<file path="src/rtl/roc_pkg.sv">
// Shared types, register codes and constants for the ring oscillator register block.
`default_nettype none

package roc_pkg;

    // Oscillator nominal frequency and field widths.
    localparam int NOMINAL_HZ = 6500000;
    localparam int HZ_W       = 23;
    localparam int OFF_W      = 12;
    localparam int ADDR_W     = 14;
    localparam int DATA_W     = 32;
    localparam int SEED_W     = 64;
    localparam int PADDR_W    = 4;

    // Item opcodes.
    localparam logic [1:0] OP_READ  = 2'd0;
    localparam logic [1:0] OP_WRITE = 2'd1;
    localparam logic [1:0] OP_TICK  = 2'd2;

    // Atomic alias codes taken from address bits 13:12.
    localparam logic [1:0] AL_NORMAL = 2'd0;
    localparam logic [1:0] AL_XOR    = 2'd1;
    localparam logic [1:0] AL_SET    = 2'd2;
    localparam logic [1:0] AL_CLR    = 2'd3;

    // Register offsets.
    localparam logic [OFF_W-1:0] OFF_CTRL    = 12'h000;
    localparam logic [OFF_W-1:0] OFF_FREQA   = 12'h004;
    localparam logic [OFF_W-1:0] OFF_FREQB   = 12'h008;
    localparam logic [OFF_W-1:0] OFF_DORMANT = 12'h00c;
    localparam logic [OFF_W-1:0] OFF_DIV     = 12'h010;
    localparam logic [OFF_W-1:0] OFF_PHASE   = 12'h014;
    localparam logic [OFF_W-1:0] OFF_STATUS  = 12'h018;
    localparam logic [OFF_W-1:0] OFF_RANDOM  = 12'h01c;
    localparam logic [OFF_W-1:0] OFF_COUNT   = 12'h020;

    // Passwords and codes.
    localparam logic [11:0] EN_DISABLE   = 12'hd1e;
    localparam logic [11:0] EN_ENABLE    = 12'hfab;
    localparam logic [11:0] RANGE_LOW    = 12'hfa4;
    localparam logic [11:0] RANGE_HIGH   = 12'hfa7;
    localparam logic [31:0] DORMANT_CODE = 32'h636f6d61;
    localparam logic [31:0] WAKE_CODE    = 32'h77616b65;
    localparam logic [15:0] FREQ_PASS    = 16'h9696;
    localparam logic [31:0] FREQ_MASK    = 32'h96967777;
    localparam logic [11:0] DIV_PASS     = 12'haa0;
    localparam logic [11:0] DIV_BAD      = 12'habf;
    localparam logic [11:0] DIV_RESET    = 12'hab0;
    localparam logic [11:0] PHASE_RESET  = 12'haa8;
    localparam logic [7:0]  PHASE_PASS   = 8'haa;
    localparam logic [63:0] GOLDEN       = 64'h9e3779b97f4a7c15;
    localparam logic [63:0] PRNG_MULT    = 64'h2545f4914f6cdd1d;

    // Output frequency for divisors 1 to 32, indexed by divisor minus one.
    localparam logic [HZ_W-1:0] HZ_TABLE [32] = '{
        HZ_W'(NOMINAL_HZ / 1),  HZ_W'(NOMINAL_HZ / 2),  HZ_W'(NOMINAL_HZ / 3),
        HZ_W'(NOMINAL_HZ / 4),  HZ_W'(NOMINAL_HZ / 5),  HZ_W'(NOMINAL_HZ / 6),
        HZ_W'(NOMINAL_HZ / 7),  HZ_W'(NOMINAL_HZ / 8),  HZ_W'(NOMINAL_HZ / 9),
        HZ_W'(NOMINAL_HZ / 10), HZ_W'(NOMINAL_HZ / 11), HZ_W'(NOMINAL_HZ / 12),
        HZ_W'(NOMINAL_HZ / 13), HZ_W'(NOMINAL_HZ / 14), HZ_W'(NOMINAL_HZ / 15),
        HZ_W'(NOMINAL_HZ / 16), HZ_W'(NOMINAL_HZ / 17), HZ_W'(NOMINAL_HZ / 18),
        HZ_W'(NOMINAL_HZ / 19), HZ_W'(NOMINAL_HZ / 20), HZ_W'(NOMINAL_HZ / 21),
        HZ_W'(NOMINAL_HZ / 22), HZ_W'(NOMINAL_HZ / 23), HZ_W'(NOMINAL_HZ / 24),
        HZ_W'(NOMINAL_HZ / 25), HZ_W'(NOMINAL_HZ / 26), HZ_W'(NOMINAL_HZ / 27),
        HZ_W'(NOMINAL_HZ / 28), HZ_W'(NOMINAL_HZ / 29), HZ_W'(NOMINAL_HZ / 30),
        HZ_W'(NOMINAL_HZ / 31), HZ_W'(NOMINAL_HZ / 32)
    };

    // Sequencer states.
    typedef enum logic [2:0] {
        ST_IDLE,
        ST_EXEC,
        ST_MUL0,
        ST_MUL1,
        ST_MUL2,
        ST_DONE
    } t_roc_state;

    // Combine an old register value with write data through an alias.
    function automatic logic [31:0] alias_combine(input logic [31:0] old_val,
                                                  input logic [31:0] wdata,
                                                  input logic [1:0]  alias_sel);
        logic [31:0] res;
        case (alias_sel)
            AL_XOR:  res = old_val ^ wdata;
            AL_SET:  res = old_val | wdata;
            AL_CLR:  res = old_val & ~wdata;
            default: res = wdata;
        endcase
        return res;
    endfunction

endpackage

`default_nettype wire

</file>
<file path="src/rtl/roc_if.sv">
// Request and response channel interfaces of the ring oscillator register block.
`default_nettype none

interface roc_req_if;
    import roc_pkg::*;

    logic              valid;
    logic              ready;
    logic [1:0]        opcode;
    logic [ADDR_W-1:0] address;
    logic [DATA_W-1:0] write_data;

    modport source (output valid, output opcode, output address, output write_data,
                    input ready);
    modport sink   (input valid, input opcode, input address, input write_data,
                    output ready);
endinterface

interface roc_rsp_if;
    import roc_pkg::*;

    logic              valid;
    logic              ready;
    logic [DATA_W-1:0] read_data;
    logic [HZ_W-1:0]   clock_hz;

    modport source (output valid, output read_data, output clock_hz, input ready);
    modport sink   (input valid, input read_data, input clock_hz, output ready);
endinterface

`default_nettype wire

</file>
<file path="src/rtl/ring_oscillator_control_registers_top.sv">
// Ring oscillator register block: bus reads, password-checked writes, ticks and PRNG.
//
// Usage: requests arrive on i_req (opcode, address, write_data) with a
// valid/ready handshake; each request yields exactly one response on o_rsp
// (read_data, clock_hz). The APB port writes the 64-bit generator seed at
// any address with bit 3 clear, which also reloads the generator state; the
// user must write it only while the block is idle, as the block does not enforce it.
// Sequence: a read, write or tick passes through the execute and done
// states; its response is loaded into the output register as the block
// returns to idle, where it accepts the next request. The random bit, read
// while the oscillator runs, adds three multiply states: the low 64 bits
// of the xorshift product come from three 32x32 partial products on one
// shared multiplier. The response sits in an output register, so the next
// request may be accepted while the receiver stalls; the block holds in its
// final step only if that register is still full.
// Reset (synchronous, active low) loads the documented register values,
// clears the seed and sets the generator state to the golden-ratio constant.
`default_nettype none

module ring_oscillator_control_registers_top (
    input  wire logic        i_clk,
    input  wire logic        i_rst_n,
    roc_req_if.sink          i_req,
    roc_rsp_if.source        o_rsp,
    input  wire logic        psel,
    input  wire logic        penable,
    input  wire logic        pwrite,
    input  wire logic [roc_pkg::PADDR_W-1:0] paddr,
    input  wire logic [roc_pkg::SEED_W-1:0]  pwdata,
    output logic [roc_pkg::SEED_W-1:0]       prdata,
    output logic             pready
);
    import roc_pkg::*;

    // Sequencer state.
    t_roc_state r_state, n_state;

    // Captured request.
    logic [1:0]        r_op;
    logic [ADDR_W-1:0] r_addr;
    logic [DATA_W-1:0] r_wdata;

    // Architectural registers.
    logic [23:0]       r_ctrl, n_ctrl;
    logic [31:0]       r_freqa, n_freqa;
    logic [31:0]       r_freqb, n_freqb;
    logic              r_dormant, n_dormant;
    logic [11:0]       r_div, n_div;
    logic [11:0]       r_phase, n_phase;
    logic [7:0]        r_count, n_count;
    logic [63:0]       r_prng, n_prng;
    logic              r_bad, n_bad;
    logic [SEED_W-1:0] r_seed;

    // Working registers of the item in flight.
    logic [31:0]       r_rdata, n_rdata;
    logic              r_rng, n_rng;
    logic [63:0]       r_acc, n_acc;

    // Output register.
    logic              r_out_valid, n_out_valid;
    logic [31:0]       r_out_rdata, n_out_rdata;
    logic [HZ_W-1:0]   r_out_hz, n_out_hz;

    // Decoded fields and derived status.
    logic [OFF_W-1:0]  off;
    logic [1:0]        alias_sel;
    logic              enabled;
    logic              running;
    logic [31:0]       status_word;
    logic [11:0]       div_diff;
    logic [4:0]        hz_idx;
    logic [HZ_W-1:0]   hz_now;
    logic              cfg_wr;
    logic              out_free;

    // Shared multiplier.
    logic [31:0]       mul_a, mul_b;
    logic [63:0]       mul_p;

    // Handshake controls from the output decoder.
    logic              req_ready;
    logic              exec_en;
    logic              done_en;

    assign off       = r_addr[OFF_W-1:0];
    assign alias_sel = r_addr[ADDR_W-1:OFF_W];
    assign enabled   = (r_ctrl[23:12] != EN_DISABLE);
    assign running   = enabled && !r_dormant;
    assign cfg_wr    = psel && penable && pwrite && pready && !paddr[PADDR_W-1];
    assign out_free  = !r_out_valid || o_rsp.ready;

    // Status word assembled from the enable, dormant and badwrite state.
    always_comb begin
        status_word = '0;
        if (enabled) begin
            status_word[12] = 1'b1;
            if (!r_dormant) begin
                status_word[31] = 1'b1;
                status_word[16] = 1'b1;
            end
        end
        status_word[24] = r_bad;
    end

    // Divisor decode: zero difference means 32, out of range means 31.
    always_comb begin
        div_diff = r_div - DIV_PASS;
        if (r_div < DIV_PASS) begin
            hz_idx = 5'd30;
        end else if (div_diff == 12'd0) begin
            hz_idx = 5'd31;
        end else if (div_diff > 12'd31) begin
            hz_idx = 5'd30;
        end else begin
            hz_idx = div_diff[4:0] - 5'd1;
        end
        hz_now = running ? HZ_TABLE[hz_idx] : '0;
    end

    // Operand selection for the three partial products of the generator output.
    always_comb begin
        mul_a = (r_state == ST_MUL1) ? r_prng[63:32] : r_prng[31:0];
        mul_b = (r_state == ST_MUL2) ? PRNG_MULT[63:32] : PRNG_MULT[31:0];
        mul_p = mul_a * mul_b;
    end

    // Next-state logic of the sequencer.
    always_comb begin
        n_state = r_state;
        unique case (r_state)
            ST_IDLE: begin
                if (i_req.valid) begin
                    n_state = ST_EXEC;
                end
            end
            ST_EXEC: begin
                if (r_op == OP_READ && off == OFF_RANDOM && running) begin
                    n_state = ST_MUL0;
                end else begin
                    n_state = ST_DONE;
                end
            end
            ST_MUL0: n_state = ST_MUL1;
            ST_MUL1: n_state = ST_MUL2;
            ST_MUL2: n_state = ST_DONE;
            ST_DONE: begin
                if (out_free) begin
                    n_state = ST_IDLE;
                end
            end
            default: n_state = ST_IDLE;
        endcase
    end

    // Output decoding of the sequencer.
    always_comb begin
        req_ready = 1'b0;
        exec_en   = 1'b0;
        done_en   = 1'b0;
        unique case (r_state)
            ST_IDLE: req_ready = 1'b1;
            ST_EXEC: exec_en   = 1'b1;
            ST_DONE: done_en   = out_free;
            default: ;
        endcase
    end

    // Register updates for reads, writes, ticks, the generator and the output.
    always_comb begin
        logic [31:0] comb_v;
        logic [11:0] en_f;
        logic [11:0] rg_f;
        logic [63:0] xs;

        n_ctrl      = r_ctrl;
        n_freqa     = r_freqa;
        n_freqb     = r_freqb;
        n_dormant   = r_dormant;
        n_div       = r_div;
        n_phase     = r_phase;
        n_count     = r_count;
        n_prng      = r_prng;
        n_bad       = r_bad;
        n_rdata     = r_rdata;
        n_rng       = r_rng;
        n_acc       = r_acc;
        n_out_valid = r_out_valid && !o_rsp.ready;
        n_out_rdata = r_out_rdata;
        n_out_hz    = r_out_hz;
        comb_v      = '0;
        en_f        = '0;
        rg_f        = '0;
        xs          = r_prng;

        if (exec_en) begin
            n_rdata = '0;
            n_rng   = 1'b0;
            if (r_op == OP_READ) begin
                unique case (off)
                    OFF_CTRL:    n_rdata = {8'd0, r_ctrl};
                    OFF_FREQA:   n_rdata = r_freqa;
                    OFF_FREQB:   n_rdata = r_freqb;
                    OFF_DORMANT: n_rdata = r_dormant ? DORMANT_CODE : WAKE_CODE;
                    OFF_DIV:     n_rdata = {20'd0, r_div};
                    OFF_PHASE:   n_rdata = {20'd0, r_phase};
                    OFF_STATUS:  n_rdata = status_word;
                    OFF_RANDOM: begin
                        // Step the xorshift state; the multiply follows.
                        if (running) begin
                            xs     = r_prng ^ (r_prng >> 12);
                            xs     = xs ^ (xs << 25);
                            xs     = xs ^ (xs >> 27);
                            n_prng = xs;
                            n_rng  = 1'b1;
                        end
                    end
                    OFF_COUNT:   n_rdata = {24'd0, r_count};
                    default:     n_rdata = '0;
                endcase
            end else if (r_op == OP_WRITE) begin
                unique case (off)
                    OFF_CTRL: begin
                        comb_v = alias_combine({8'd0, r_ctrl}, r_wdata, alias_sel);
                        en_f   = comb_v[23:12];
                        rg_f   = comb_v[11:0];
                        if (en_f != EN_DISABLE && en_f != EN_ENABLE) begin
                            n_bad = 1'b1;
                            en_f  = EN_ENABLE;
                        end
                        if (rg_f < RANGE_LOW || rg_f > RANGE_HIGH) begin
                            n_bad = 1'b1;
                            rg_f  = RANGE_LOW;
                        end
                        n_ctrl = {en_f, rg_f};
                    end
                    OFF_FREQA: begin
                        comb_v = alias_combine(r_freqa, r_wdata, alias_sel);
                        if (comb_v[31:16] != FREQ_PASS) begin
                            n_bad   = 1'b1;
                            n_freqa = '0;
                        end else begin
                            n_freqa = comb_v & FREQ_MASK;
                        end
                    end
                    OFF_FREQB: begin
                        comb_v = alias_combine(r_freqb, r_wdata, alias_sel);
                        if (comb_v[31:16] != FREQ_PASS) begin
                            n_bad   = 1'b1;
                            n_freqb = '0;
                        end else begin
                            n_freqb = comb_v & FREQ_MASK;
                        end
                    end
                    OFF_DORMANT: begin
                        n_dormant = (r_wdata == DORMANT_CODE);
                        if (r_wdata != DORMANT_CODE && r_wdata != WAKE_CODE) begin
                            n_bad = 1'b1;
                        end
                    end
                    OFF_DIV: begin
                        comb_v = alias_combine({20'd0, r_div}, r_wdata, alias_sel);
                        if (comb_v[11:0] < DIV_PASS) begin
                            n_bad = 1'b1;
                            n_div = DIV_BAD;
                        end else begin
                            n_div = comb_v[11:0];
                        end
                    end
                    OFF_PHASE: begin
                        comb_v = alias_combine({20'd0, r_phase}, r_wdata, alias_sel);
                        if (comb_v[11:4] != PHASE_PASS) begin
                            n_bad   = 1'b1;
                            n_phase = '0;
                        end else begin
                            n_phase = comb_v[11:0];
                        end
                    end
                    OFF_STATUS: begin
                        if (r_wdata[24]) begin
                            n_bad = 1'b0;
                        end
                    end
                    OFF_COUNT:   n_count = r_wdata[7:0];
                    default: ;
                endcase
            end else if (r_op == OP_TICK) begin
                if (running && r_count != 8'd0) begin
                    n_count = r_count - 8'd1;
                end
            end
        end

        // Low 64 bits of state times multiplier from three partial products.
        if (r_state == ST_MUL0) begin
            n_acc = mul_p;
        end else if (r_state == ST_MUL1 || r_state == ST_MUL2) begin
            n_acc = {r_acc[63:32] + mul_p[31:0], r_acc[31:0]};
        end

        // Load the response once the output register has room.
        if (done_en) begin
            n_out_valid = 1'b1;
            n_out_rdata = r_rng ? {31'd0, r_acc[63]} : r_rdata;
            n_out_hz    = hz_now;
        end

        // Seed write from the configuration port reloads the generator.
        if (cfg_wr) begin
            n_prng = (pwdata != '0) ? pwdata : GOLDEN;
        end
    end

    // Control and architectural state registers.
    always_ff @(posedge i_clk) begin
        if (!i_rst_n) begin
            r_state     <= ST_IDLE;
            r_ctrl      <= {EN_ENABLE, RANGE_LOW};
            r_freqa     <= '0;
            r_freqb     <= '0;
            r_dormant   <= 1'b0;
            r_div       <= DIV_RESET;
            r_phase     <= PHASE_RESET;
            r_count     <= '0;
            r_prng      <= GOLDEN;
            r_bad       <= 1'b0;
            r_seed      <= '0;
            r_out_valid <= 1'b0;
            r_rng       <= 1'b0;
        end else begin
            r_state     <= n_state;
            r_ctrl      <= n_ctrl;
            r_freqa     <= n_freqa;
            r_freqb     <= n_freqb;
            r_dormant   <= n_dormant;
            r_div       <= n_div;
            r_phase     <= n_phase;
            r_count     <= n_count;
            r_prng      <= n_prng;
            r_bad       <= n_bad;
            r_out_valid <= n_out_valid;
            r_rng       <= n_rng;
            if (cfg_wr) begin
                r_seed <= pwdata;
            end
        end
    end

    // Payload registers.
    always_ff @(posedge i_clk) begin
        if (i_req.valid && req_ready) begin
            r_op    <= i_req.opcode;
            r_addr  <= i_req.address;
            r_wdata <= i_req.write_data;
        end
        r_rdata     <= n_rdata;
        r_acc       <= n_acc;
        r_out_rdata <= n_out_rdata;
        r_out_hz    <= n_out_hz;
    end

    // Port drive.
    assign i_req.ready     = req_ready;
    assign o_rsp.valid     = r_out_valid;
    assign o_rsp.read_data = r_out_rdata;
    assign o_rsp.clock_hz  = r_out_hz;
    assign pready          = 1'b1;
    assign prdata          = paddr[PADDR_W-1] ? '0 : r_seed;

    // An accepted request is executed in the following cycle.
    a_accept_exec: assert property (@(posedge i_clk) disable iff (!i_rst_n)
        i_req.valid && i_req.ready |=> r_state == ST_EXEC)
        else $error("accepted request did not enter execution");

    // The partial products run in a fixed order.
    a_mul_order: assert property (@(posedge i_clk) disable iff (!i_rst_n)
        r_state == ST_MUL0 |=> r_state == ST_MUL1 ##1 r_state == ST_MUL2)
        else $error("multiply sequence broken");

    // A tick never raises the count.
    a_tick_down: assert property (@(posedge i_clk) disable iff (!i_rst_n)
        r_state == ST_EXEC && r_op == OP_TICK |=> r_count <= $past(r_count))
        else $error("tick increased the count");

    // The divider register always holds a passing code.
    a_div_legal: assert property (@(posedge i_clk) disable iff (!i_rst_n)
        r_div >= DIV_PASS)
        else $error("divider register below its password");

    // The enable field always holds one of its two codes.
    a_ctrl_legal: assert property (@(posedge i_clk) disable iff (!i_rst_n)
        r_ctrl[23:12] == EN_DISABLE || r_ctrl[23:12] == EN_ENABLE)
        else $error("control enable field holds an illegal code");

endmodule

`default_nettype wire

</file>
<file path="src/flat_wrapper.sv">
// flat-port wrapper written by rule: the top's interface ports become plain ports
module ring_oscillator_control_registers_top_flat import roc_pkg::*;
  (i_clk, i_rst_n, psel, penable, pwrite, paddr, pwdata, prdata, pready, i_req_valid, i_req_opcode, i_req_address, i_req_write_data, i_req_ready, o_rsp_valid, o_rsp_read_data, o_rsp_clock_hz, o_rsp_ready);
  roc_req_if i_req_i ();
  roc_rsp_if o_rsp_i ();
  input  wire logic i_clk;
  input  wire logic i_rst_n;
  input  wire logic psel;
  input  wire logic penable;
  input  wire logic pwrite;
  input  wire logic [roc_pkg::PADDR_W-1:0] paddr;
  input  wire logic [roc_pkg::SEED_W-1:0] pwdata;
  output logic [roc_pkg::SEED_W-1:0] prdata;
  output logic pready;
  input wire logic [$bits(i_req_i.valid)-1:0] i_req_valid;
  input wire logic [$bits(i_req_i.opcode)-1:0] i_req_opcode;
  input wire logic [$bits(i_req_i.address)-1:0] i_req_address;
  input wire logic [$bits(i_req_i.write_data)-1:0] i_req_write_data;
  output wire logic [$bits(i_req_i.ready)-1:0] i_req_ready;
  output wire logic [$bits(o_rsp_i.valid)-1:0] o_rsp_valid;
  output wire logic [$bits(o_rsp_i.read_data)-1:0] o_rsp_read_data;
  output wire logic [$bits(o_rsp_i.clock_hz)-1:0] o_rsp_clock_hz;
  input wire logic [$bits(o_rsp_i.ready)-1:0] o_rsp_ready;
  assign i_req_i.valid = i_req_valid;
  assign i_req_i.opcode = i_req_opcode;
  assign i_req_i.address = i_req_address;
  assign i_req_i.write_data = i_req_write_data;
  assign i_req_ready = i_req_i.ready;
  assign o_rsp_valid = o_rsp_i.valid;
  assign o_rsp_read_data = o_rsp_i.read_data;
  assign o_rsp_clock_hz = o_rsp_i.clock_hz;
  assign o_rsp_i.ready = o_rsp_ready;
  ring_oscillator_control_registers_top u_core (.i_clk(i_clk), .i_rst_n(i_rst_n), .i_req(i_req_i), .o_rsp(o_rsp_i), .psel(psel), .penable(penable), .pwrite(pwrite), .paddr(paddr), .pwdata(pwdata), .prdata(prdata), .pready(pready));
endmodule
</file>
<file path="config.mk">
export PLATFORM = sky130hd
export DESIGN_NAME = ring_oscillator_control_registers_top_flat
export DESIGN_NICKNAME = d
export VERILOG_FILES = /design/src/rtl/roc_pkg.sv /design/src/rtl/roc_if.sv /design/src/rtl/ring_oscillator_control_registers_top.sv /design/src/flat_wrapper.sv
export SDC_FILE = /design/constraint.sdc
export NUM_CORES = 2
export LEC_CHECK = 0
export BUFFER_PORTS_ARGS = -buffer_cell sky130_fd_sc_hd__clkbuf_2
export CAP_MARGIN = 20
export CORE_MARGIN = 1
export CORE_UTILIZATION = 55
export DETAILED_ROUTE_END_ITERATION = 8
export PLACE_DENSITY = 0.73
export RECOVER_POWER = 25
export SYNTH_ARGS = -nofsm -noshare
export SYNTH_HDL_FRONTEND = slang
export SYNTH_SLANG_ARGS = --single-unit
</file>
<file path="constraint.sdc">
create_clock -name i_clk -period 13.1 [get_ports i_clk]
set_input_delay 1.965 -clock i_clk [delete_from_list [all_inputs] [get_ports i_clk]]
set_output_delay 1.965 -clock i_clk [all_outputs]
set_load 0.005 [all_outputs]
</file>
==> results.toml <==
[worst_setup_path]
critical_path_required_ps = 13490
slowest_stage = "dfxtp_1"
startpoint_type = "flip-flop"
end_kind = "flip-flop"
critPathArrivalTime_ps = 11420
critPathKind = "flip-flop to flip-flop"
slowest_delay_ps = 580
worstPathMaxFanout = 21

[cts]
ctsResizeCount = 0
clockRootBuffer = "clkbuf_16"
clkLatencyLatePin_ps = 640
clk_pin_slew_ps = 60
htree_levels = 2
cts_tree = "yes"
numClockSinks = 394
hold_buffers = 0
cts_max_path_buffers = 3
cts_setup_buffers = 0
cts-buffers-inserted = 47

[run_status]
status = "finished with violations"
violations = "max-capacitance violations, max-slew violations"

[job]
maxCapViolations = 6

[placed_design]
portBuffers = 239
dp_hpwl_mm = 111
place_congestion = 1.01

[sta]
finalCritPeriodShare_pct = 84.2
finClkSkew_ps = 38.1
post-route-min-period_ps = 11030
tightest_slew_ps = 2480
rsz0062_at_grt = "no"
max_freq_mhz = 90.7
setup_viol = 0
slew_headroom_pct = -66.0
setup_tns_ps = 0
hold_viol = 0
final_max_slew_viol_count = 236

[logic_synthesis]
yosys_register_bits = 394
yosys_warnings = 0
synthDistinctLibCells = 91
async_flop_share_pct = 0
synthSimpleGateAreaFrac_pct = 11.0
syn_area_per_cell_um2 = 9.28
synth_top_family_by_area = "adder cells"
synth_compound_area_share_pct = 11.7
yosys.area_share.adder_pct = 41.4
synth_edf_count = 163
synthXorXnorAreaFrac_pct = 5.06
ys.flop_type = "dfxtp_1"
synthCells = 5109
synth_area_um2 = 47400
muxShareOfSynthArea_pct = 1.77
seq_area_frac_synth_pct = 20.1

[global_route]
grt_pass1_wl_mm = 215
grt_max_degree = 102
antenna_found_initial = 2
grtUsageTotal_pct = 32.2
grt_pass1_vias = 37000
grt_remaining_overflow = 0

[floorplan]
rows = 107
core-area_um2 = 85300
io_pins = 245
die_h_um = 296
fp.dieW_um = 296
die_area_um2 = 87400
initial_core_util_pct = 55.6

[cells_and_area]
drive_above_1_share_pct = 8.34
fin_nets = 6631
syn_to_final_growth_pct = 8.90
finish.utilization_pct = 60.6

[routing]
vias = 37200
routed_via_density = 5.76
drtIter0Drc = 3433
first_pass_iters = 7
drtAntennaViolNets = 0
drc = 0
wl_per_cell_um = 21.5
routed_wl_mm = 139

[worst_hold_path]
hp-class = "flip-flop to flip-flop"
synth_stat cells (all sizes together), types with 8 or more instances:
library cell / n / area share, %
ha: 647 / 17
nand3: 37 / 0.39
or2: 9 / 0.12
clkbuf: 188 / 1.5
nor4: 40 / 0.53
or3: 11 / 0.15
nand4: 41 / 0.54
and4: 8 / 0.15
and3: 27 / 0.36
edfxtp: 163 / 10
a211oi: 84 / 1.4
o22ai: 17 / 0.22
o211ai: 35 / 0.56
a31oi: 27 / 0.36
nor2: 304 / 2.4
nor3: 45 / 0.47
mux4: 16 / 0.76
a21oi: 358 / 3.8
nor2b: 109 / 1.4
o21bai: 15 / 0.24
inv: 913 / 7.2
xor2: 97 / 1.8
fa: 576 / 24
mux2i: 41 / 0.87
o21a: 20 / 0.32
dfxtp: 231 / 9.7
a221oi: 11 / 0.20
a22oi: 9 / 0.14
xnor2: 177 / 3.3
nand2: 443 / 3.5
and2: 16 / 0.21
a21o: 50 / 0.80
a31o: 9 / 0.17
buf: 27 / 0.27
a222oi: 14 / 0.30
o21ai: 161 / 1.7
nand2b: 17 / 0.22
worst max-delay path: cells and delay by family, from the launching register on:
family	cells	cell delay, ps
buf+inv	5	1330
compound gates	7	1600
mux	1	230
xor+xnor	3	670
flops	1	580
simple gates	10	2280
fa+ha+maj	10	4070
layout make-up:
class,count,area [µm²]
Clock inverter,31,492
Antenna cell,1,2.50
Clock buffer,56,1260
Sequential cell,394,9520
Tap cell,1144,1430
Multi-Input combinational cell,3621,33800
Timing Repair Buffer,308,1700
Inverter,913,3430
Fill cell,7300,33600
layout by cell type, fill, tap and decap left out, types with 13 or more instances in the layout:
| cell type | instances |
|---|---|
| a211oi_1 | 81 |
| a21o_1 | 48 |
| a21oi_1 | 357 |
| a222oi_1 | 14 |
| a31oi_1 | 27 |
| and2_1 | 13 |
| and3_1 | 26 |
| buf_4 | 61 |
| clkbuf_16 | 48 |
| clkbuf_2 | 237 |
| conb_1 | 36 |
| dfxtp_1 | 231 |
| edfxtp_1 | 163 |
| fa_1 | 576 |
| ha_1 | 647 |
| inv_1 | 912 |
| mux2i_1 | 41 |
| mux4_2 | 16 |
| nand2_1 | 443 |
| nand2b_1 | 17 |
| nand3_1 | 36 |
| nand4_1 | 41 |
| nor2_1 | 301 |
| nor2b_1 | 108 |
| nor3_1 | 43 |
| nor4_1 | 39 |
| o211ai_1 | 34 |
| o21a_1 | 20 |
| o21ai_0 | 135 |
| o21ai_1 | 23 |
| o21bai_1 | 15 |
| o22ai_1 | 17 |
| xnor2_1 | 177 |
| xor2_1 | 97 |
per-layer routing:
metal / GRT usage, % / vias to the layer above / share of wire, %
met5: 0 / - / 0.0094
met4: 14.6 / 2 / 5.0
met3: 5.28 / 348 / 8.1
met2: 51.4 / 1652 / 46
met1: 43.0 / 18200 / 40
li1: - / 17100 / -
cells by family (layout without fill, tap and decap cells):
group / count (synthesis) / count (layout)
simple gates: 1136 / 1136
xor+xnor: 274 / 274
other cells: 2 / 37
mux: 63 / 63
compound gates: 889 / 889
buf+inv: 1128 / 1308
fa+ha+maj: 1223 / 1223
flops: 394 / 394
through the flow:
stage | worst slack (ps) | area (µm²) | instances | hold slack (ps)
floorplan | 3460 | 47600 | 5143 | 432
global route | 1610 | 51700 | 6467 | 463
global placement | 2190 | 49900 | 6374 | 437
CTS | 1930 | 51600 | 6462 | 450
finish | 2070 | 51700 | 6468 | 448
detailed placement | 2050 | 49900 | 6375 | 442
worst paths after layout:
kind | start | endpoint | slack (ps) | cells past startpoint
hold / removal | u_core.r_seed[9] | u_core.r_seed[9] | 450 | 2
setup / recovery | u_core.r_state[2] | u_core.r_acc[60] | 2070 | 36
hold reg to reg | u_core.r_seed[9] | u_core.r_seed[9] | 450 | 2
setup reg to reg | u_core.r_state[2] | u_core.r_acc[60] | 2070 | 36
sequential cells by signal, indices dropped and copies added (netlist names):
signal,count
u_core.r_addr,14
u_core.r_ctrl,24
u_core.r_freqb,20
u_core.r_wdata,32
u_core.o_rsp.read_data,30
u_core.r_state,3
u_core.r_div,12
u_core.r_freqa,20
u_core.r_seed,64
u_core.r_bad,1
u_core.r_count,8
u_core.r_op,2
u_core.r_rng,1
u_core.r_dormant,1
u_core.r_acc,32
u_core.o_rsp.valid,1
u_core.r_phase,12
u_core.r_prng,64
u_core.o_rsp.clock_hz,23
u_core.r_rdata,30
Power is not shown: default switching activity piles up to over one toggle a cycle in this logic, so the estimate is an artifact.
